File: config.mk
export PLATFORM = sky130hd
export DESIGN_NAME = bop_ram
export DESIGN_NICKNAME = d
export VERILOG_FILES = /design/src/design/bop_ram.sv
export SDC_FILE = /design/constraint.sdc
export NUM_CORES = 1
export LEC_CHECK = 0
export ABC_AREA = 1
export ABC_CLOCK_PERIOD_IN_PS = 2450
export BUFFER_PORTS_ARGS = -buffer_cell sky130_fd_sc_hd__buf_2
export CAP_MARGIN = 5
export CORE_UTILIZATION = 36
export DETAILED_ROUTE_END_ITERATION = 7
export GPL_TIMING_DRIVEN = 0
export SYNTH_ARGS = -nofsm -noshare
export SYNTH_HDL_FRONTEND = slang
export SYNTH_SLANG_ARGS = --single-unit
File: constraint.sdc
create_clock -name aclk -period 2.45 [get_ports aclk]
set_input_delay 0.49 -clock aclk [delete_from_list [all_inputs] [get_ports aclk]]
set_output_delay 0.49 -clock aclk [all_outputs]
set_load 0.02 [all_outputs]
File: src/design/bop_ram.sv
// ----------------------------------------------------------------------------
// bop_ram: generic single-write, single-read RAM
// One write port and one read port, read data registered.
// ----------------------------------------------------------------------------
module bop_ram #(
    parameter int WIDTH = 8,
    parameter int DEPTH = 64
) (
    input  logic                                   aclk,
    input  logic                                   we,
    input  logic [(DEPTH > 1 ? $clog2(DEPTH) : 1)-1:0] waddr,
    input  logic [WIDTH-1:0]                       wdata,
    input  logic                                   re,
    input  logic [(DEPTH > 1 ? $clog2(DEPTH) : 1)-1:0] raddr,
    output logic [WIDTH-1:0]                       rdata
);

    logic [WIDTH-1:0] mem [DEPTH];
    logic [WIDTH-1:0] rdata_reg;

    always_ff @(posedge aclk) begin
        if (we) begin
            mem[waddr] <= wdata;
        end
        if (re) begin
            rdata_reg <= mem[raddr];
        end
    end

    assign rdata = rdata_reg;

endmodule

### Yosys cells after proc, flatten, opt, wreduce, memory -nomap -nowiden

Memories as Yosys holds them, arrays and structs flattened. A register that Yosys moved wholly into a read port is not among the register bits.
Index checks and enable logic that the tools add are counted.

* register bits: 0
* bits in writable memories: 512
* output and inout port bits: 8
* logic and storage cells: 3
* memories kept: 1

Memory list
* mem: words 64, width 8, rd ports 1, clocked after memory_dff 1, wr ports 1, RTL line 18 `logic [WIDTH-1:0] mem [DEPTH];`

* multiplexer cells: 2

Operator list (count)
* $mux W1: 2

### Depth between registers and ports, before layout

* depth after elaboration: 2
* depth in mapped cells: 12

### Least setup slack after synthesis

Ideal clock, no wire load.

* kind: input -> register
* start: input we
* end: memory mem[48][0] (enable)
* setup time: 0.395 ns
* arrival: 1.861 ns
* path slack: 0.194 ns
* stages: 3
* cells stage by stage: clkbuf_1 > nand4_1 > nor4_1

* cells in the longest elaborated chain, start to end: 2

Ends and longest elaborated chain
* start, declared: RTL line 10 `input logic we,`
* $mux W1: RTL line 22 `if (we) begin`
* $mux W1 (not written as such): RTL line 23 `mem[waddr] <= wdata;`
* end, declared: RTL line 18

Every way passes these cells.

### Worst setup path after layout

* start: input waddr[0] (netlist name)
* end: memory mem[28][6] (enable)

RTL lines
* start, declared: RTL line 11 `input logic [(DEPTH > 1 ? $clog2(DEPTH) : 1)-1:0] waddr,`

Straight into the memory's write port.

==> impl_metrics.toml <==
[final_layout]
nNetsFinal = 1915
flow.area_growth_from_synthesis_pct = 13.9
fillers = 5508
multi_input_area_um2 = 5030
register_area_um2 = 15600
largest_register_ffs = 512
antenna_cells = 0
layout-drive-gt1-share = 0.113

[cts]
ctsResizeCount = 0
clockBufferDepth = 3
clk_pin_slew_ns = 0.06
cts_buffers = 52
cts_hold_buf = 0
cts.htree.levels = 2
cts_setup_buffers = 0
cts-root-buf = "clkbuf_16"
cts_tree = "yes"
clkSinkCount = 520
clk_latency_ns = 0.61

[routing]
drtIter0Drc = 1803
drt_pass1_iterations = 6
drc = 0
ant_nets = 0
via_per_inst = 5.36
wl_per_cell_um = 23.6
vias = 14500
routed_wl_um = 64000

[logic_synthesis]
syn_nets = 1828
yosys_register_bits = 520
synth_common_cells = "nand2_1 (648), edfxtp_1 (520), nand3_1 (439)"
avgSynthCellArea_um2 = 11.9
synth_top_cell_area_share = 0.729
synth_edf_count = 520
synth_area_um2 = 21400
ys_types = 15
synth.area.top_cells = "edfxtp_1 (73%), nand2_1 (11%), nand3_1 (10%), buf_6 (1.8%), nor2_1 (0.98%)"
synth-main-ff-cell = "edfxtp_1"
ys_seq_area_frac = 0.729
yosysMostFrequentCell = "nand2_1"
ys_warn_count = 0
async_reset_ff_frac = 0
yosys.area.top_type = "edfxtp_1"
syn_inst = 1805

[die]
rows = 89
die_x_um = 246
ios = 31
dieArea_um2 = 60500
die_h_um = 246
start_util = 0.364
core_um2 = 58900

[critical_path]
critPathMaxStageDelay_ns = 1.01
crit_path_top_delay_cell = "nor2_1"
cp_num_buf_inv = 2
path_max_fanout = 9
crit_type = "primary input to flip-flop"
end_kind = "flip-flop"
crit_chain = "clkbuf_1 -> inv_1 -> nand4_1 -> nor2_1"
path_delay_family = "simple AND/OR/NAND/NOR gates"
crit_arrival_ns = 2.73
cp.required_ns = 2.68
worstSetupStartpointType = "primary input"

[sta]
rsz0062_at_grt = "true"
fin_crit_sh = 1.02
layout_min_cycle_time_ns = 2.51
setup_slack_ns = -0.0555
skew_ns = 0.0211
fmax_mhz = 399
setup_viol = 16
hold_viol_final = 0
worst_pin_slew_ns = 1.28
worst_slew_margin_rel = 0.143
final_max_slew_viol_count = 0

[min_path]
hold_path.class = "primary input to flip-flop"

[power]
peakVddDrop_v = 0.000648
p_leak_nw = 8.72
cellPowerDensity_nw_per_um2 = 784
finalPower_mw = 19.1

[global_routing]
grt_pass1_wl_um = 93200
gr-total-overflow = 0
antenna_found_initial = 3
grt_max_degree = 65
grt.total_usage = 0.213
grt_pass1_vias = 13900

[flow_run]
maxCapViolCount = 0

[placement]
dp_hpwl_um = 43800
gp_congestion = 1.00
preCtsSetupSlack_ns = -0.582
port_buffers = 22

[outcome]
status = "complete, but fails checks"
violations = "negative setup slack"
[path summary, 6_finish.rpt]
check | startpoint | to | slack (ns) | depth (start not counted)
worst max-delay path | waddr[0] | mem[28][6] | -0.06 | 4
worst min-delay path | re | rdata[3] | 0.34 | 1
worst max register to register | mem[19][5] | rdata[5] | 0.76 | 8
worst min register to register | mem[41][0] | rdata[0] | 0.95 | 8
[routing by layer]
| layer | global-route usage | wire length [um] | part of all wire |
|---|---|---|---|
| met1 | 0.291 | 26800 | 0.42 |
| met2 | 0.341 | 29500 | 0.46 |
| met3 | 0.0423 | 5590 | 0.087 |
| met4 | 0.0694 | 2020 | 0.032 |
| met5 | 0 | 46 | 0.00072 |
[worst register-to-register path: stages, from the launching register on]
cell and delay, ns:
edfxtp_1 0.37, nand2_1 0.08, nand3_1 0.08, nand3_1 0.18, nand2_1 0.14, nand2_1 0.08
nand3_1 0.09, nand3_1 0.21, nand2_1 0.16
[area by class of cell]
type / count / area share
multi-input cells: 1160 / 0.206
repair buffers: 33 / 0.0107
flip-flops and latches: 520 / 0.640
clock inverters: 31 / 0.0117
inverters: 12 / 0.00205
plain buffers: 113 / 0.0331
clock buffers: 65 / 0.0562
well taps: 773 / 0.0397
[report_power, final]
part | internal, mW | switching (mW)
clock | 4.49 | 3.39
combinational | 0.348 | 1.01
sequential | 9.87 | 0.0208
total | 14.7 | 4.42
[placed cells by master (no fill, tap or decap), drive strengths merged]
master and instances:
nand4 9, inv 15, clkinvlp 1, nor2 56, clkbuf 80, clkinv 22
nand3 439, edfxtp 520, nor4 8, buf 131, nand2 648, bufinv 5
[per-stage QoR]
stage | setup TNS [ns] | util | cell area, um^2 | std cells | hold slack, ns
floorplan | 0 | - | 21400 | 1805 | 0.589
global placement | -129.42 | 0.382 | 22500 | 2600 | 0.896
detailed placement | -164.22 | 0.385 | 22700 | 2610 | 0.912
CTS | 0 | 0.413 | 24300 | 2706 | 0.286
global route | -9.34 | 0.414 | 24400 | 2707 | 0.304
finish | -0.637 | 0.414 | 24400 | 2707 | 0.340
[cells by family (layout without fill, tap and decap cells)]
family / after synthesis / after routing / share of synthesized area
simple gates: 1160 / 1160 / 0.231
buf+inv: 125 / 254 / 0.0401
flops: 520 / 520 / 0.729
(Power assumes the default switching activity.)
