**src/design/bop_pkg.sv**
```systemverilog
// ----------------------------------------------------------------------------
// bop_pkg: shared types and constants of the best-offset prefetcher
// Line and address widths, register indexes, sequencer states, ALU request
// and response, and the published candidate offset list.
// ----------------------------------------------------------------------------
package bop_pkg;

    localparam int ADDR_W   = 48;            // byte address width of the ports
    localparam int LINE_OFF = 6;             // 64-byte line
    localparam int LINE_W   = ADDR_W - LINE_OFF;
    localparam int PAGE_W   = 6;             // lines per 4 KiB page, as bits
    localparam int SCORE_W  = 8;
    localparam int OFF_W    = 9;
    localparam int LIST_LEN = 52;

    // Configuration register indexes
    localparam logic [7:0] REG_MAX_SCORE  = 8'd0;
    localparam logic [7:0] REG_MAX_ROUNDS = 8'd1;
    localparam logic [7:0] REG_BAD_THRESH = 8'd2;

    // Input op codes
    localparam logic OP_ACCESS = 1'b0;
    localparam logic OP_FILL   = 1'b1;

    typedef enum logic [2:0] {
        S_CLEAR,
        S_IDLE,
        S_SUB,
        S_HASH,
        S_READ,
        S_CMP,
        S_FILL,
        S_RESULT
    } state_t;

    typedef enum logic {
        ALU_ADD,
        ALU_SUB
    } alu_op_t;

    typedef struct packed {
        alu_op_t           op;
        logic [LINE_W-1:0] a;
        logic [LINE_W-1:0] b;
    } alu_req_t;

    typedef struct packed {
        logic [LINE_W-1:0] res;
        logic              carry;
        logic              zero;
    } alu_rsp_t;

    localparam logic [OFF_W-1:0] OFFSET_LIST [LIST_LEN] = '{
        9'd1,   9'd2,   9'd3,   9'd4,   9'd5,   9'd6,   9'd8,   9'd9,
        9'd10,  9'd12,  9'd15,  9'd16,  9'd18,  9'd20,  9'd24,  9'd25,
        9'd27,  9'd30,  9'd32,  9'd36,  9'd40,  9'd45,  9'd48,  9'd50,
        9'd54,  9'd60,  9'd64,  9'd72,  9'd75,  9'd80,  9'd81,  9'd90,
        9'd96,  9'd100, 9'd108, 9'd120, 9'd125, 9'd128, 9'd135, 9'd144,
        9'd150, 9'd160, 9'd162, 9'd180, 9'd192, 9'd200, 9'd216, 9'd225,
        9'd240, 9'd243, 9'd250, 9'd256
    };

    function automatic logic [OFF_W-1:0] offset_of(input logic [5:0] idx);
        logic [OFF_W-1:0] val;
        if (idx < 6'(LIST_LEN)) begin
            val = OFFSET_LIST[idx];
        end else begin
            val = OFFSET_LIST[0];
        end
        return val;
    endfunction

endpackage

```
**src/design/bop_alu.sv**
```systemverilog
// ----------------------------------------------------------------------------
// bop_alu: shared line-width adder / subtractor
// Serves the candidate subtract, the tag compare and the target add.
// ----------------------------------------------------------------------------
module bop_alu
    import bop_pkg::*;
(
    input  alu_req_t req,
    output alu_rsp_t rsp
);

    logic [LINE_W-1:0] b_eff;
    logic [LINE_W:0]   sum;

    always_comb begin
        b_eff     = (req.op == ALU_SUB) ? ~req.b : req.b;
        sum       = {1'b0, req.a} + {1'b0, b_eff} + (LINE_W + 1)'(req.op == ALU_SUB);
        rsp.res   = sum[LINE_W-1:0];
        rsp.carry = sum[LINE_W];
        rsp.zero  = (sum[LINE_W-1:0] == '0);
    end

endmodule

```
**config.mk**
```make
export PLATFORM = sky130hd
export DESIGN_NAME = bop_alu
export DESIGN_NICKNAME = d
export VERILOG_FILES = /design/src/design/bop_pkg.sv /design/src/design/bop_alu.sv
export SDC_FILE = /design/constraint.sdc
export NUM_CORES = 1
export LEC_CHECK = 0
export BUFFER_PORTS_ARGS = -buffer_cell sky130_fd_sc_hd__buf_2
export CAP_MARGIN = 20
export CELL_PAD_IN_SITES_DETAIL_PLACEMENT = 1
export CELL_PAD_IN_SITES_GLOBAL_PLACEMENT = 1
export CORE_UTILIZATION = 34
export DETAILED_ROUTE_END_ITERATION = 7
export PLACE_DENSITY_LB_ADDON = 0.1
export SLEW_MARGIN = 20
export SYNTH_ARGS = -nofsm -noshare
export SYNTH_HDL_FRONTEND = slang
export SYNTH_SLANG_ARGS = --single-unit
```
**constraint.sdc**
```tcl
create_clock -name vclk -period 6.89
set_input_delay 1.378 -clock vclk [all_inputs]
set_output_delay 1.378 -clock vclk [all_outputs]
set_load 0.01 [all_outputs]
```
# == Yosys cells after proc, flatten, opt, wreduce, memory -nomap -nowiden ==
# Index checks and enable logic that the tools add are counted.
# totals
ff_bits,0
elab_cells,5
# op_classes
n_bitwise,1
n_reduce_logical,1
add_sub_neg,2
n_mux,1
# ops
operator,count
42-bit by 42-bit adder with 43-bit output,1
43-bit by 1-bit adder with 43-bit output,1
42-bit logical NOT,1
42-bit two-way mux,1
42-bit inverter,1

# == Longest topological paths before layout ==
# logic_depth
word_depth,5
mapped_depth,15

# == Least setup slack after synthesis ==
# Ideal clock, no wire load.
# synth_timing
kind,input to output
start,input req[84] in the netlist's numbering
end,output rsp[0] in the netlist's numbering
required_time_ns,5.512
slack_ns,0.569
path_buffers,2
stages,13
arrival_ns,4.943
path_cell_list,buf_6 -> clkbuf_1 -> xor2_1 -> ha_1 -> a21o_1 -> a221o_1 -> xor2_1 -> or4_1 -> a2111oi_2 -> nand4_1 -> and4bb_1 -> nand4b_1 -> nor4bb_1
# synth_lines
item,line_no,text
start: declaration,bop_alu.sv:8,"input alu_req_t req,"
end: declaration,bop_alu.sv:9,output alu_rsp_t rsp

==> run summary <==
Setup TNS Final: 0 ps
vias in the first global route: 3517
critical-path maximum fanout: 25
Reg power frac: 0
Gate Count Post-Synth: 407
die width: 93.7 µm
Die ar.: 8790 µm²
Post-Syn Nets: 536
Detail Placement HPWL: 9.02 mm
register area share after synthesis: 0
All-Layer GR Usage: 0.226
Area Overhead vs Synth: 26.8%
GP Congestion: 0.878
cts hold-fix bufs: 0
pwr dens: 165 nW/µm²
startpoint types: primary input
final hold violation count: 0
area occupied by multi-input gates: 2760 µm²
synth top area cells: ha_1, xor2_1, a21oi_1
period utilization: 0.944
Synth top area share: 0.188
Std-Cell Rows: 33
seq_cells: 0
CP max stage delay: 600 ps
drt initial violations: 66
initial antenna violation count: 0
combinational share of power: 1.000
max_cap viols: 0
critical setup path kind: primary input to primary output
Synth Warn #: 0
DR vias: 3539
Vias/cell: 5.60
clock network fraction of design power: 0
Inserted Diodes: 0
syn avg cell area: 7.03 µm²
routed len/inst: 16.1 µm
# fillers: 1111
largest net degree at the start of global routing: 26
most frequent cells in the layout: buf_2, xor2_1, ha_1
CP max-delay cell: a221oi_1
Slew headroom: 0.594
Port Buf Inserts: 129
CP Data Required Time: 5510 ps
Yosys cell types: 56
Final Critical Period: 6500 ps
Post-CTS Setup Repair Bufs: 0
DRC viols: 0
total gr overflow: 0
antenna viol nets, final: 0
global-route wire length before repair: 16.4 mm
stages on the worst setup path: 15
Ports: 129
max-slew violation count: 0
DR pass1 iterations: 4
Leakage Power: 1.76 nW
fin nets: 658
Post-CTS Resized: 0
Worst-Margin Slew: 609 ps
fraction of layout cells with a size suffix above 1: 0.275
fin util: 0.444
CP arrival: 5130 ps
Hold Path Depth: 3
Reg area: 0 µm²
initial core utilization: 0.350
Achievable Freq: 0.154 GHz
internal power: 0.000241 W
worst vdd rail ir drop: 0.0644 mV
Worst Hold Class: primary input to primary output
status: complete, no violations
CP cell instances: buf_2 > buf_12 > xor2_1 > ha_1 > a21oi_1 > o21ai_0 > a221oi_1 > nand2_1 > xor2_1 > nor4_1 > nand4_1 > and4bb_1 > nand4b_1 > nor4bb_1 > buf_2
Core Footprint: 8180 µm²
critical path endpoint category: primary output
Sw Pwr: 0.000359 W
Switching Share: 0.599
clk_buf instances: 0
WP buf/inv: 3
Synth Cell Area: 2860 µm²
final setup fails: 0
final wirelength: 10.2 mm
Vert. Die Dim: 93.7 µm
Top delay family on crit path: simple AND/OR/NAND/NOR gates
Synth area leader: ha_1
commonest non-fill, non-tap cell in the layout: buf_2
RSZ-0062 raised after global routing: false
## through the flow
stage / hold slack [ps] / total power, W / area, µm² / cells / setup WS (ps)
3_3_place_gp: 3070 / 0.000589 / 3630 / 632 / 439
3_5_place_dp: 3080 / 0.000600 / 3630 / 632 / 423
6_report: 3090 / 0.000600 / 3630 / 632 / 387
2_1_floorplan: 2840 / 0.000386 / 2860 / 407 / 569
5_1_grt: 3100 / 0.000659 / 3630 / 632 / 105
4_1_cts: 3080 / 0.000602 / 3630 / 632 / 408
## path summary, 6_finish.rpt
kind / from / end
max: req[84] / rsp[0]
min: req[0] / rsp[2]
## layer usage
metal | wire length, µm | track usage
met1 | 4610 | 0.284
met2 | 4980 | 0.421
met3 | 423 | 0.0194
met4 | 172 | 0.0372
met5 | 0 | 0
## kinds of logic after synthesis
kind of cell	Yosys count	synth area share
fa+ha+maj	44	0.195
buf+inv	25	0.0359
compound gates	135	0.310
simple gates	122	0.210
mux	2	0.00743
xor+xnor	79	0.242
## power groups by stage
stage	clock network (W)	registers [W]	logic (W)
floorplan	0	0	0.000386
global placement	0	0	0.000589
detailed placement	0	0	0.000600
CTS	0	0	0.000602
global route	0	0	0.000659
finish	0	0	0.000600
## layout make-up
class / instances / share of cell area
well taps: 105 / 0.0362
multi-input cells: 382 / 0.761
repair buffers: 134 / 0.192
inverters: 11 / 0.0114
## Yosys cell counts, drive strengths merged (2+ instances only)
library cell,instances
a211o,3
nor2,28
xnor2,23
a21boi,3
a21oi,45
buf,2
o21a,3
o211ai,2
nand2,36
nand4,10
o22ai,2
nand2b,2
a221oi,2
nor4,6
nor3,15
a31o,3
ha,43
and3,5
o21bai,8
and4,3
a211oi,4
o221ai,2
inv,11
a311oi,3
xor2,56
o31ai,3
nand3,7
o21ai,26
a21o,12
and2,3
a31oi,6
clkbuf,12
o41ai,2
Power figures use the tool's default switching activity.
