===== src/design/bop_pkg.sv =====
// ----------------------------------------------------------------------------
// bop_pkg: shared types and constants of the best-offset prefetcher
// Line and address widths, register indexes, sequencer states, ALU request
// and response, and the published candidate offset list.
// ----------------------------------------------------------------------------
package bop_pkg;

    localparam int ADDR_W   = 48;            // byte address width of the ports
    localparam int LINE_OFF = 6;             // 64-byte line
    localparam int LINE_W   = ADDR_W - LINE_OFF;
    localparam int PAGE_W   = 6;             // lines per 4 KiB page, as bits
    localparam int SCORE_W  = 8;
    localparam int OFF_W    = 9;
    localparam int LIST_LEN = 52;

    // Configuration register indexes
    localparam logic [7:0] REG_MAX_SCORE  = 8'd0;
    localparam logic [7:0] REG_MAX_ROUNDS = 8'd1;
    localparam logic [7:0] REG_BAD_THRESH = 8'd2;

    // Input op codes
    localparam logic OP_ACCESS = 1'b0;
    localparam logic OP_FILL   = 1'b1;

    typedef enum logic [2:0] {
        S_CLEAR,
        S_IDLE,
        S_SUB,
        S_HASH,
        S_READ,
        S_CMP,
        S_FILL,
        S_RESULT
    } state_t;

    typedef enum logic {
        ALU_ADD,
        ALU_SUB
    } alu_op_t;

    typedef struct packed {
        alu_op_t           op;
        logic [LINE_W-1:0] a;
        logic [LINE_W-1:0] b;
    } alu_req_t;

    typedef struct packed {
        logic [LINE_W-1:0] res;
        logic              carry;
        logic              zero;
    } alu_rsp_t;

    localparam logic [OFF_W-1:0] OFFSET_LIST [LIST_LEN] = '{
        9'd1,   9'd2,   9'd3,   9'd4,   9'd5,   9'd6,   9'd8,   9'd9,
        9'd10,  9'd12,  9'd15,  9'd16,  9'd18,  9'd20,  9'd24,  9'd25,
        9'd27,  9'd30,  9'd32,  9'd36,  9'd40,  9'd45,  9'd48,  9'd50,
        9'd54,  9'd60,  9'd64,  9'd72,  9'd75,  9'd80,  9'd81,  9'd90,
        9'd96,  9'd100, 9'd108, 9'd120, 9'd125, 9'd128, 9'd135, 9'd144,
        9'd150, 9'd160, 9'd162, 9'd180, 9'd192, 9'd200, 9'd216, 9'd225,
        9'd240, 9'd243, 9'd250, 9'd256
    };

    function automatic logic [OFF_W-1:0] offset_of(input logic [5:0] idx);
        logic [OFF_W-1:0] val;
        if (idx < 6'(LIST_LEN)) begin
            val = OFFSET_LIST[idx];
        end else begin
            val = OFFSET_LIST[0];
        end
        return val;
    endfunction

endpackage


===== src/design/bop_hash.sv =====
// ----------------------------------------------------------------------------
// bop_hash: recent-request table index
// Xor-fold the line, then reduce modulo the table size: a mask for a power
// of two, otherwise one byte a cycle from the top through a remainder loop.
// ----------------------------------------------------------------------------
module bop_hash
    import bop_pkg::*;
#(
    parameter int RR_ENTRIES = 256
) (
    input  logic                          aclk,
    input  logic                          aresetn,
    input  logic                          req,
    input  logic [LINE_W-1:0]             key,
    output logic                          done,
    output logic [$clog2(RR_ENTRIES)-1:0] slot
);

    localparam int IDX_W   = $clog2(RR_ENTRIES);
    localparam bit IS_POW2 = ((1 << IDX_W) == RR_ENTRIES);
    localparam int BYTES   = (LINE_W + 7) / 8;
    localparam int PAD_W   = BYTES * 8;
    localparam int CHUNKS  = IS_POW2 ? 1 : BYTES;
    localparam int CNT_W   = $clog2(BYTES);

    logic [CNT_W-1:0]  cnt_reg, cnt_next;
    logic              last;
    logic [LINE_W-1:0] fold1, fold;
    logic [IDX_W-1:0]  slot_reg;

    always_comb begin
        fold1 = key ^ (key >> 16);
        fold  = fold1 ^ (fold1 >> 8);
    end

    assign last = (cnt_reg == CNT_W'(CHUNKS - 1));
    assign done = req && last;

    always_comb begin
        cnt_next = cnt_reg;
        if (req) begin
            cnt_next = last ? '0 : cnt_reg + 1'b1;
        end
    end

    always_ff @(posedge aclk) begin
        if (!aresetn) begin
            cnt_reg <= '0;
        end else begin
            cnt_reg <= cnt_next;
        end
    end

    generate
        if (IS_POW2) begin : g_mask
            always_ff @(posedge aclk) begin
                if (req) begin
                    slot_reg <= fold[IDX_W-1:0];
                end
            end
        end else begin : g_mod
            localparam int RW = IDX_W + 8;

            function automatic logic [IDX_W-1:0] mod_step(input logic [RW-1:0] x);
                logic [RW-1:0] v;
                v = x;
                for (int k = 7; k >= 0; k--) begin
                    if (v >= (RW'(RR_ENTRIES) << k)) begin
                        v = v - (RW'(RR_ENTRIES) << k);
                    end
                end
                return v[IDX_W-1:0];
            endfunction

            logic [IDX_W-1:0] rem_reg;
            logic [IDX_W-1:0] rem_next;
            logic [PAD_W-1:0] padded;
            logic [CNT_W-1:0] sel;
            logic [7:0]       chunk;

            always_comb begin
                padded   = PAD_W'(fold);
                sel      = CNT_W'(CHUNKS - 1) - cnt_reg;
                chunk    = padded[int'(sel) * 8 +: 8];
                rem_next = mod_step({rem_reg, chunk});
            end

            always_ff @(posedge aclk) begin
                if (!aresetn) begin
                    rem_reg <= '0;
                end else if (req) begin
                    rem_reg <= last ? '0 : rem_next;
                end
            end

            always_ff @(posedge aclk) begin
                if (req && last) begin
                    slot_reg <= rem_next;
                end
            end
        end
    endgenerate

    assign slot = slot_reg;

endmodule


===== config.mk =====
export PLATFORM = sky130hd
export DESIGN_NAME = bop_hash
export DESIGN_NICKNAME = d
export VERILOG_FILES = /design/src/design/bop_pkg.sv /design/src/design/bop_hash.sv
export SDC_FILE = /design/constraint.sdc
export NUM_CORES = 1
export LEC_CHECK = 0
export BUFFER_PORTS_ARGS = -buffer_cell sky130_fd_sc_hd__buf_4
export CORE_MARGIN = 2
export CORE_UTILIZATION = 36
export DETAILED_ROUTE_END_ITERATION = 8
export GPL_TIMING_DRIVEN = 1
export MAX_ROUTING_LAYER = met4
export PLACE_DENSITY = 0.88
export SLEW_MARGIN = 5
export SYNTH_ARGS = -nofsm -noshare
export SYNTH_HDL_FRONTEND = slang
export SYNTH_SLANG_ARGS = --single-unit
export TNS_END_PERCENT = 100

===== constraint.sdc =====
create_clock -name aclk -period 1.6 [get_ports aclk]
set_clock_uncertainty 0.2 [all_clocks]
set_input_delay 0.24 -clock aclk [delete_from_list [all_inputs] [get_ports aclk]]
set_output_delay 0.24 -clock aclk [all_outputs]
set_load 0.1 [all_outputs]

After elaboration in Yosys (flattened, before gate mapping):

Cells that the tools add are included.

* register bits: 11
* bits in latches: 0
* bits in writable memories: 0
* ROM bits: 0
* input port bits: 45
* logic and storage cells: 8
* memories kept: 0

* add/subtract/negate cells: 1
* multiply operators: 0
* div/mod/pow operators: 0
* $lt $le $gt $ge: 0
* equality and inequality tests: 0
* shift-type cells: 0
* multiplexer cells: 1
* bitwise gates (word level): 2
* reductions and logical operators: 2

Operator list (count)
* 16-bit bitwise XOR: 1
* 8-bit bitwise XOR: 1
* 3-bit by 1-bit adder with 3-bit output, second input constant: 1
* 3-bit zero test: 1
* 3-bit 2-to-1 mux: 1
* 1-bit logical AND: 1

Logic depth before layout (Yosys ltp):

Gate-level depths: netlist of the first run.

* depth in word-level cells: 2
* depth in mapped cells: 5
* depth with buffers taken out: 5

Least setup slack after synthesis of the first run:

OpenSTA, ideal clock, no wires.

* kind: flip-flop to output port
* start point: register cnt_reg[0]
* end point: output done
* arrival time: 1.844 ns
* data required time: 1.160 ns
* setup slack: -0.684 ns
* stages on the path, launching flop included: 5
* buffers on the path: 0
* cell sequence: dfxtp_1 inv_1 ha_1 nand2b_1 nor2_1

* longest elaborated chain between the ends: 2

RTL lines
* start: declaration: line bop_hash.sv:26 `logic [CNT_W-1:0] cnt_reg, cnt_next;`
* start signal: assignment: line bop_hash.sv:50 `cnt_reg <= cnt_next;`
* 3-bit zero test: line bop_hash.sv:36 `assign last = (cnt_reg == CNT_W'(CHUNKS - 1));`
* 1-bit logical AND: line bop_hash.sv:37 `assign done = req && last;`
* end: declaration: line bop_hash.sv:15 `output logic done,`

Every way passes these cells.

Final worst setup path of the first run:

Same ends and word-level chain as after synthesis.

==> results.tsv, run 1 <==
stage	metric	value	unit
routing	Post-DRT Antenna Nets	0	
timing	final hold vios	0	
worst_setup_path	max incr delay on CP	0.32	ns
floorplan	I/O pins	54	
status	outcome	completed	
synthesis	Post-synth ARST share	0	
floorplan	width of the die	45.35	µm
floorplan	die area	2057	µm²
worst_setup_path	Buf/Inv on CP	2	
timing	Slew @ Worst Pin	0.2842	ns
clocking	H-tree depth	1	
synthesis	Synth Area in Adders	0.04065	
synthesis	syn_nets	98	
synthesis	synthesis-stage register bit count	11	
timing	Final Worst Setup Slack	0.02063	ns
global_route	largest net degree at the start of global routing	13	
routing	post-DR wirelength/cell	11.48	µm
synthesis	library cells used by synthesis	14	
worst_setup_path	crit start category	flip-flop	
clocking	later-pin clock latency in the skew report	0.26	ns
timing	fmax	633.2	MHz
placed_design	Placed Cells	110	
floorplan	chip height	45.35	µm
clocking	CTS tree	built	
global_route	gr ovfl total	0	
clocking	clock slew at reported path FFs	0.07	ns
synthesis	combinational family with the most area after synthesis	XOR/XNOR gates	
synthesis	Syn Std Cell Area	615.6	µm²
timing	RSZ-0062 raised after global routing	yes	
final_layout	area delta synth->final	71.75	%
synthesis	Compound-Gate Fraction of Synth Area	0.01220	
clocking	Sinks on Clock Net	11	
run	Max-Cap Viols	0	
global_route	initial antenna violation count	0	
clocking	Max clock buf depth	2	
timing	Tcrit/Tclk final	0.9871	
synthesis	Post-Synth XOR/XNOR Area	0.3415	
final_layout	fillers	105	
synthesis	count leader, synth	xnor2_1	
final_layout	Final nets	150	
clocking	Hold Buf Count CTS	0	
global_route	Total GRT Usage	0.1537	
worst_setup_path	crit end category	output pin	
routing	Starting DRT DRC Count	3	
worst_hold_path	hold crit path type	input pin to flip-flop	
synthesis	Synth top area share	0.3902	
routing	Via density	4.542	
routing	routed via count	536	
worst_setup_path	delay-heaviest family, CP	flip-flops	
routing	drt first pass iters	2	
worst_setup_path	CP max FO	2	
routing	drt drc	0	
synthesis	synthesized area per cell	12.07	µm²
clocking	CTS root buf	clkbuf_4	
timing	Relative slew margins	0.8121	
routing	WL final	1.355	mm
final_layout	max reg flops	8	
global_route	first-pass GRT wire length	2.118	mm
clocking	CTS Buf Count	3	
synthesis	post-synthesis mux area share	0.03252	
worst_setup_path	required time of the critical path	1.16	ns
worst_setup_path	CP max-delay cell	dfxtp_2	
floorplan	Initial Util	0.3949	
power	Power Density	942.2	nW/µm²
floorplan	core box area	1559	µm²
timing	Final min period	1.579	ns
synthesis	warnings from Yosys	0	
synthesis	Seq/Total Area, Yosys	0.4878	
placed_design	I/O Buffers	43	
synthesis	top_reg_cell synth	edfxtp_1	
final_layout	layout cells sized above 1	0.5686	
timing	Slew Viols, Final	0	
worst_setup_path	crit-path cells	inv_2, ha_4, nand2b_4, nor2_4, buf_12	
timing	Final TNS setup	0	ns
timing	Setup Viol. Count Final	0	
placed_design	GPL Wtd Cong	0.6412	
power	Leak	0.0004797	µW
final_layout	Finished Layout Cells	118	
final_layout	number of diodes	0	
synthesis	largest cells by area after synthesis	edfxtp_1 (39%), xnor2_1 (23%), xor2_1 (11%)	
synthesis	commonest cells in the netlist	xnor2_1 (16), edfxtp_1 (8), xor2_1 (8)	
worst_setup_path	CP Data Arrival Time	1.14	ns
placed_design	DP HPWL	1.070	mm
placed_design	post-placement setup slack	0.1093	ns
power	VDD IR max	0.4764	mV
synthesis	synthesized instance count	51	
worst_setup_path	CP Class	flip-flop to output pin	
floorplan	row cnt	14	
global_route	via count of the first global-routing pass	554	
synthesis	Post-synth EDFFs	8	
synthesis	simple-gate share of the synthesized area	0.06707	
synthesis	post-synth top area cell	edfxtp_1	
==> cells in the final DEF, fill, tap and decap left out, drive strengths merged <==
cell | netlist | final
nor2b | 2 | 2
clkbuf | 0 | 4
nand3 | 1 | 1
nand2b | 1 | 1
inv | 3 | 3
mux2i | 2 | 2
nand2 | 2 | 2
edfxtp | 8 | 8
nor2 | 2 | 2
xnor2 | 16 | 16
xor2 | 8 | 8
a21boi | 1 | 1
dfxtp | 3 | 3
buf | 0 | 47
ha | 2 | 2
==> what timing repair did <==
action,in CTS,in global routing
endpoints found under the setup margin,1,1
gates cloned,0,0
pin swaps,2,1
resized for setup,10,0
setup buffers,4,0
==> through the flow <==
step                      power, µW  cell area, µm²  utilization  hold WS (ns)
after floorplan               685.4           623.1            -        0.1525
after global placement        812.2           965.9       0.6196        0.2739
after detailed placement      818.8           965.9       0.6196        0.2765
after CTS                      1012            1057       0.6782      0.001331
after global routing           1045            1057       0.6782       0.02184
final                         996.2            1057       0.6782       0.02340
==> metal layers <==
metal  wire, µm  GRT usage  vias to the layer above
met1        489     0.1446                      242
met2        742     0.2743                       23
met4         32     0.1353                        0
li1           -          -                      267
met5          0          -                        -
met3         89    0.01200                        4
==> power by group <==
part | total [µW] | switching, µW | internal [µW]
Clock | 181 | 84.8 | 96.2
Combinational | 457 | 311 | 146
Sequential | 358 | 8.21 | 350
Total | 996 | 404 | 592
==> final cells by class <==
class                      count  area (µm²)  share of cell area
clock buffer                   4       26.28             0.02485
inverter                       3       11.26             0.01065
multi-input combinational     37       331.6              0.3136
sequential                    11       302.8              0.2864
tap                           16       20.02             0.01893
timing repair buffer          47       365.4              0.3456
==> path summary, 6_finish.rpt <==
| check | cells after the start | endpoint | start | slack, ns |
|---|---|---|---|---|
| max reg2reg | 5 | cnt_reg[2] | cnt_reg[0] | 0.35 |
| min | 2 | cnt_reg[2] | aresetn | 0.02 |
| min reg2reg | 2 | cnt_reg[2] | cnt_reg[2] | 0.35 |
| max | 5 | done | cnt_reg[0] | 0.02 |
==> kinds of logic (layout without fill, tap and decap cells) <==
group | count (synthesis) | after routing
AND/OR/NAND/NOR | 8 | 8
XOR/XNOR | 24 | 24
buffers and inverters | 3 | 54
adder cells (fa/ha/maj) | 2 | 2
AO/OA/AOI/OAI | 1 | 1
flip-flops | 11 | 11
multiplexers | 2 | 2
Note: power is estimated with default switching activity, not from simulation.
==> run 2: changes to the inputs <==
Settings changed: CELL_PAD_IN_SITES_DETAIL_PLACEMENT set to 0, CELL_PAD_IN_SITES_GLOBAL_PLACEMENT set to 1, CORE_UTILIZATION 36 to 25, PLACE_DENSITY 0.88 to 0.87.
==> results.tsv, run 2 (same netlist as run 1, synthesis figures left out) <==
stage	metric	value	unit	change
worst_setup_path	crit start category	flip-flop		
timing	Final min period	1.580	ns	+0.0007991 ns
power	Leak	0.0004755	µW	-0.87%
power	VDD IR max	0.5364	mV	+13%
routing	WL final	1.220	mm	-10%
worst_setup_path	Worst R2R Setup Slack	0.35	ns	about the same
routing	Via density	4.093		-9.9%
clocking	CTS root buf	clkbuf_4		
timing	RSZ-0062 raised after global routing	yes		
floorplan	I/O pins	54		unchanged
clocking	CTS Buf Count	3		unchanged
final_layout	Final nets	149		-0.67%
timing	Slew Viols, Final	0		unchanged
final_layout	area delta synth->final	72.97	%	
timing	fmax	632.8	MHz	about the same
placed_design	dpl cell area	980.9	µm²	+1.6%
clocking	Sinks on Clock Net	11		unchanged
global_route	Total GRT Usage	0.09364		-0.06008
worst_setup_path	required time of the critical path	1.16	ns	about the same
routing	Starting DRT DRC Count	1		-2
placed_design	post-placement setup slack	0.1227	ns	+0.01346 ns
final_layout	fin area	1065	µm²	+0.71%
floorplan	row cnt	17		+3
clocking	H-tree depth	1		unchanged
clocking	Max clock buf depth	2		unchanged
worst_setup_path	CP max FO	2		unchanged
floorplan	Initial Util	0.2705		-0.1244
timing	Tcrit/Tclk final	0.9876		about the same
worst_setup_path	CP Class	flip-flop to output pin		
timing	Setup Viol. Count Final	0		unchanged
worst_setup_path	delay-heaviest family, CP	flip-flops		
routing	Post-DRT Antenna Nets	0		unchanged
worst_setup_path	crit end category	output pin		
worst_setup_path	crit-path cells	inv_2, ha_4, nand2b_4, nor2_4, buf_12		
global_route	gr ovfl total	0		unchanged
routing	post-DR wirelength/cell	9.457	µm	-18%
placed_design	I/O Buffers	43		unchanged
timing	Relative slew margins	0.8153		+0.003247
worst_setup_path	CP Data Arrival Time	1.14	ns	about the same
final_layout	number of diodes	0		unchanged
floorplan	width of the die	53.62	µm	+18%
global_route	via count of the first global-routing pass	497		-10%
worst_setup_path	max incr delay on CP	0.33	ns	about the same
floorplan	die area	2875	µm²	+40%
final_layout	layout cells sized above 1	0.5644		-0.004271
routing	routed via count	528		-1.5%
routing	drt drc	0		unchanged
timing	final hold vios	0		unchanged
final_layout	most frequent cells in the layout	buf_4 (45), xnor2_1 (16), xor2_1 (8), edfxtp_1 (8), clkbuf_4 (3)		
timing	Slew @ Worst Pin	0.2793	ns	-0.004910 ns
placed_design	GPL Wtd Cong	0.6986		+9.0%
run	Max-Cap Viols	0		unchanged
global_route	initial antenna violation count	0		unchanged
timing	Final Worst Setup Slack	0.01983	ns	-0.0007991 ns
global_route	first-pass GRT wire length	1.876	mm	-11%
final_layout	commonest non-fill, non-tap cell in the layout	buf_4		
clocking	clock slew at reported path FFs	0.07	ns	about the same
clocking	CTS tree	built		
final_layout	max reg flops	8		unchanged
placed_design	DP HPWL	994	µm	-7.1%
worst_hold_path	hold crit path type	input pin to flip-flop		
status	outcome	completed		
clocking	later-pin clock latency in the skew report	0.26	ns	about the same
worst_setup_path	CP max-delay cell	dfxtp_2		
worst_setup_path	Buf/Inv on CP	2		unchanged
routing	drt first pass iters	2		unchanged
floorplan	chip height	53.62	µm	+18%
power	Power Density	938.5	nW/µm²	-0.39%
global_route	largest net degree at the start of global routing	13		unchanged
floorplan	core box area	2276	µm²	+46%
==> run 2: area by class of cell <==
type	instances	area [µm²]
flip-flops and latches	11	302.8
clock buffers	4	26.28
repair buffers	46	357.8
fillers	208	1211
well taps	28	35.03
multi-input cells	37	331.6
inverters	3	11.26
==> run 2: stage by stage <==
stage          cells  hold WS [ns]  total power (µW)   TNS (ns)  utilization
6_report         129       0.01076             999.3          0       0.4678
5_1_grt          129       0.03251              1044   -0.02256       0.4678
4_1_cts          129      0.005602              1015  -0.005820       0.4678
3_5_place_dp     122        0.2824             817.3          0       0.4310
3_3_place_gp     122        0.2725             812.4          0       0.4310
2_1_floorplan     51        0.1525             685.4          0            -
==> run 2: worst paths after layout <==
kind	startpoint	end	cells after the start
max	cnt_reg[0]	done	5
min	aresetn	cnt_reg[1]	2
max reg2reg	cnt_reg[0]	cnt_reg[2]	5
min reg2reg	cnt_reg[2]	cnt_reg[2]	2
==> run 2: routing by layer <==
metal  track usage  part of all wire
met5             -                 0
met4       0.03419             0.015
met3       0.03611             0.072
met2        0.1811              0.63
met1       0.08020              0.28
==> run 2: report_power, final <==
part | switching (µW) | total [µW] | internal [µW]
combinational | 308 | 454 | 146
sequential | 7.14 | 356 | 349
clock | 92.4 | 189 | 96.2
==> run 2: repair_timing <==
item,in CTS,in global routing
buffers inserted,3,0
resized for setup,10,0
hold buffers,0,0
setup endpoints to repair,1,1
pin swaps,2,1
endpoints found under the hold margin,0,0
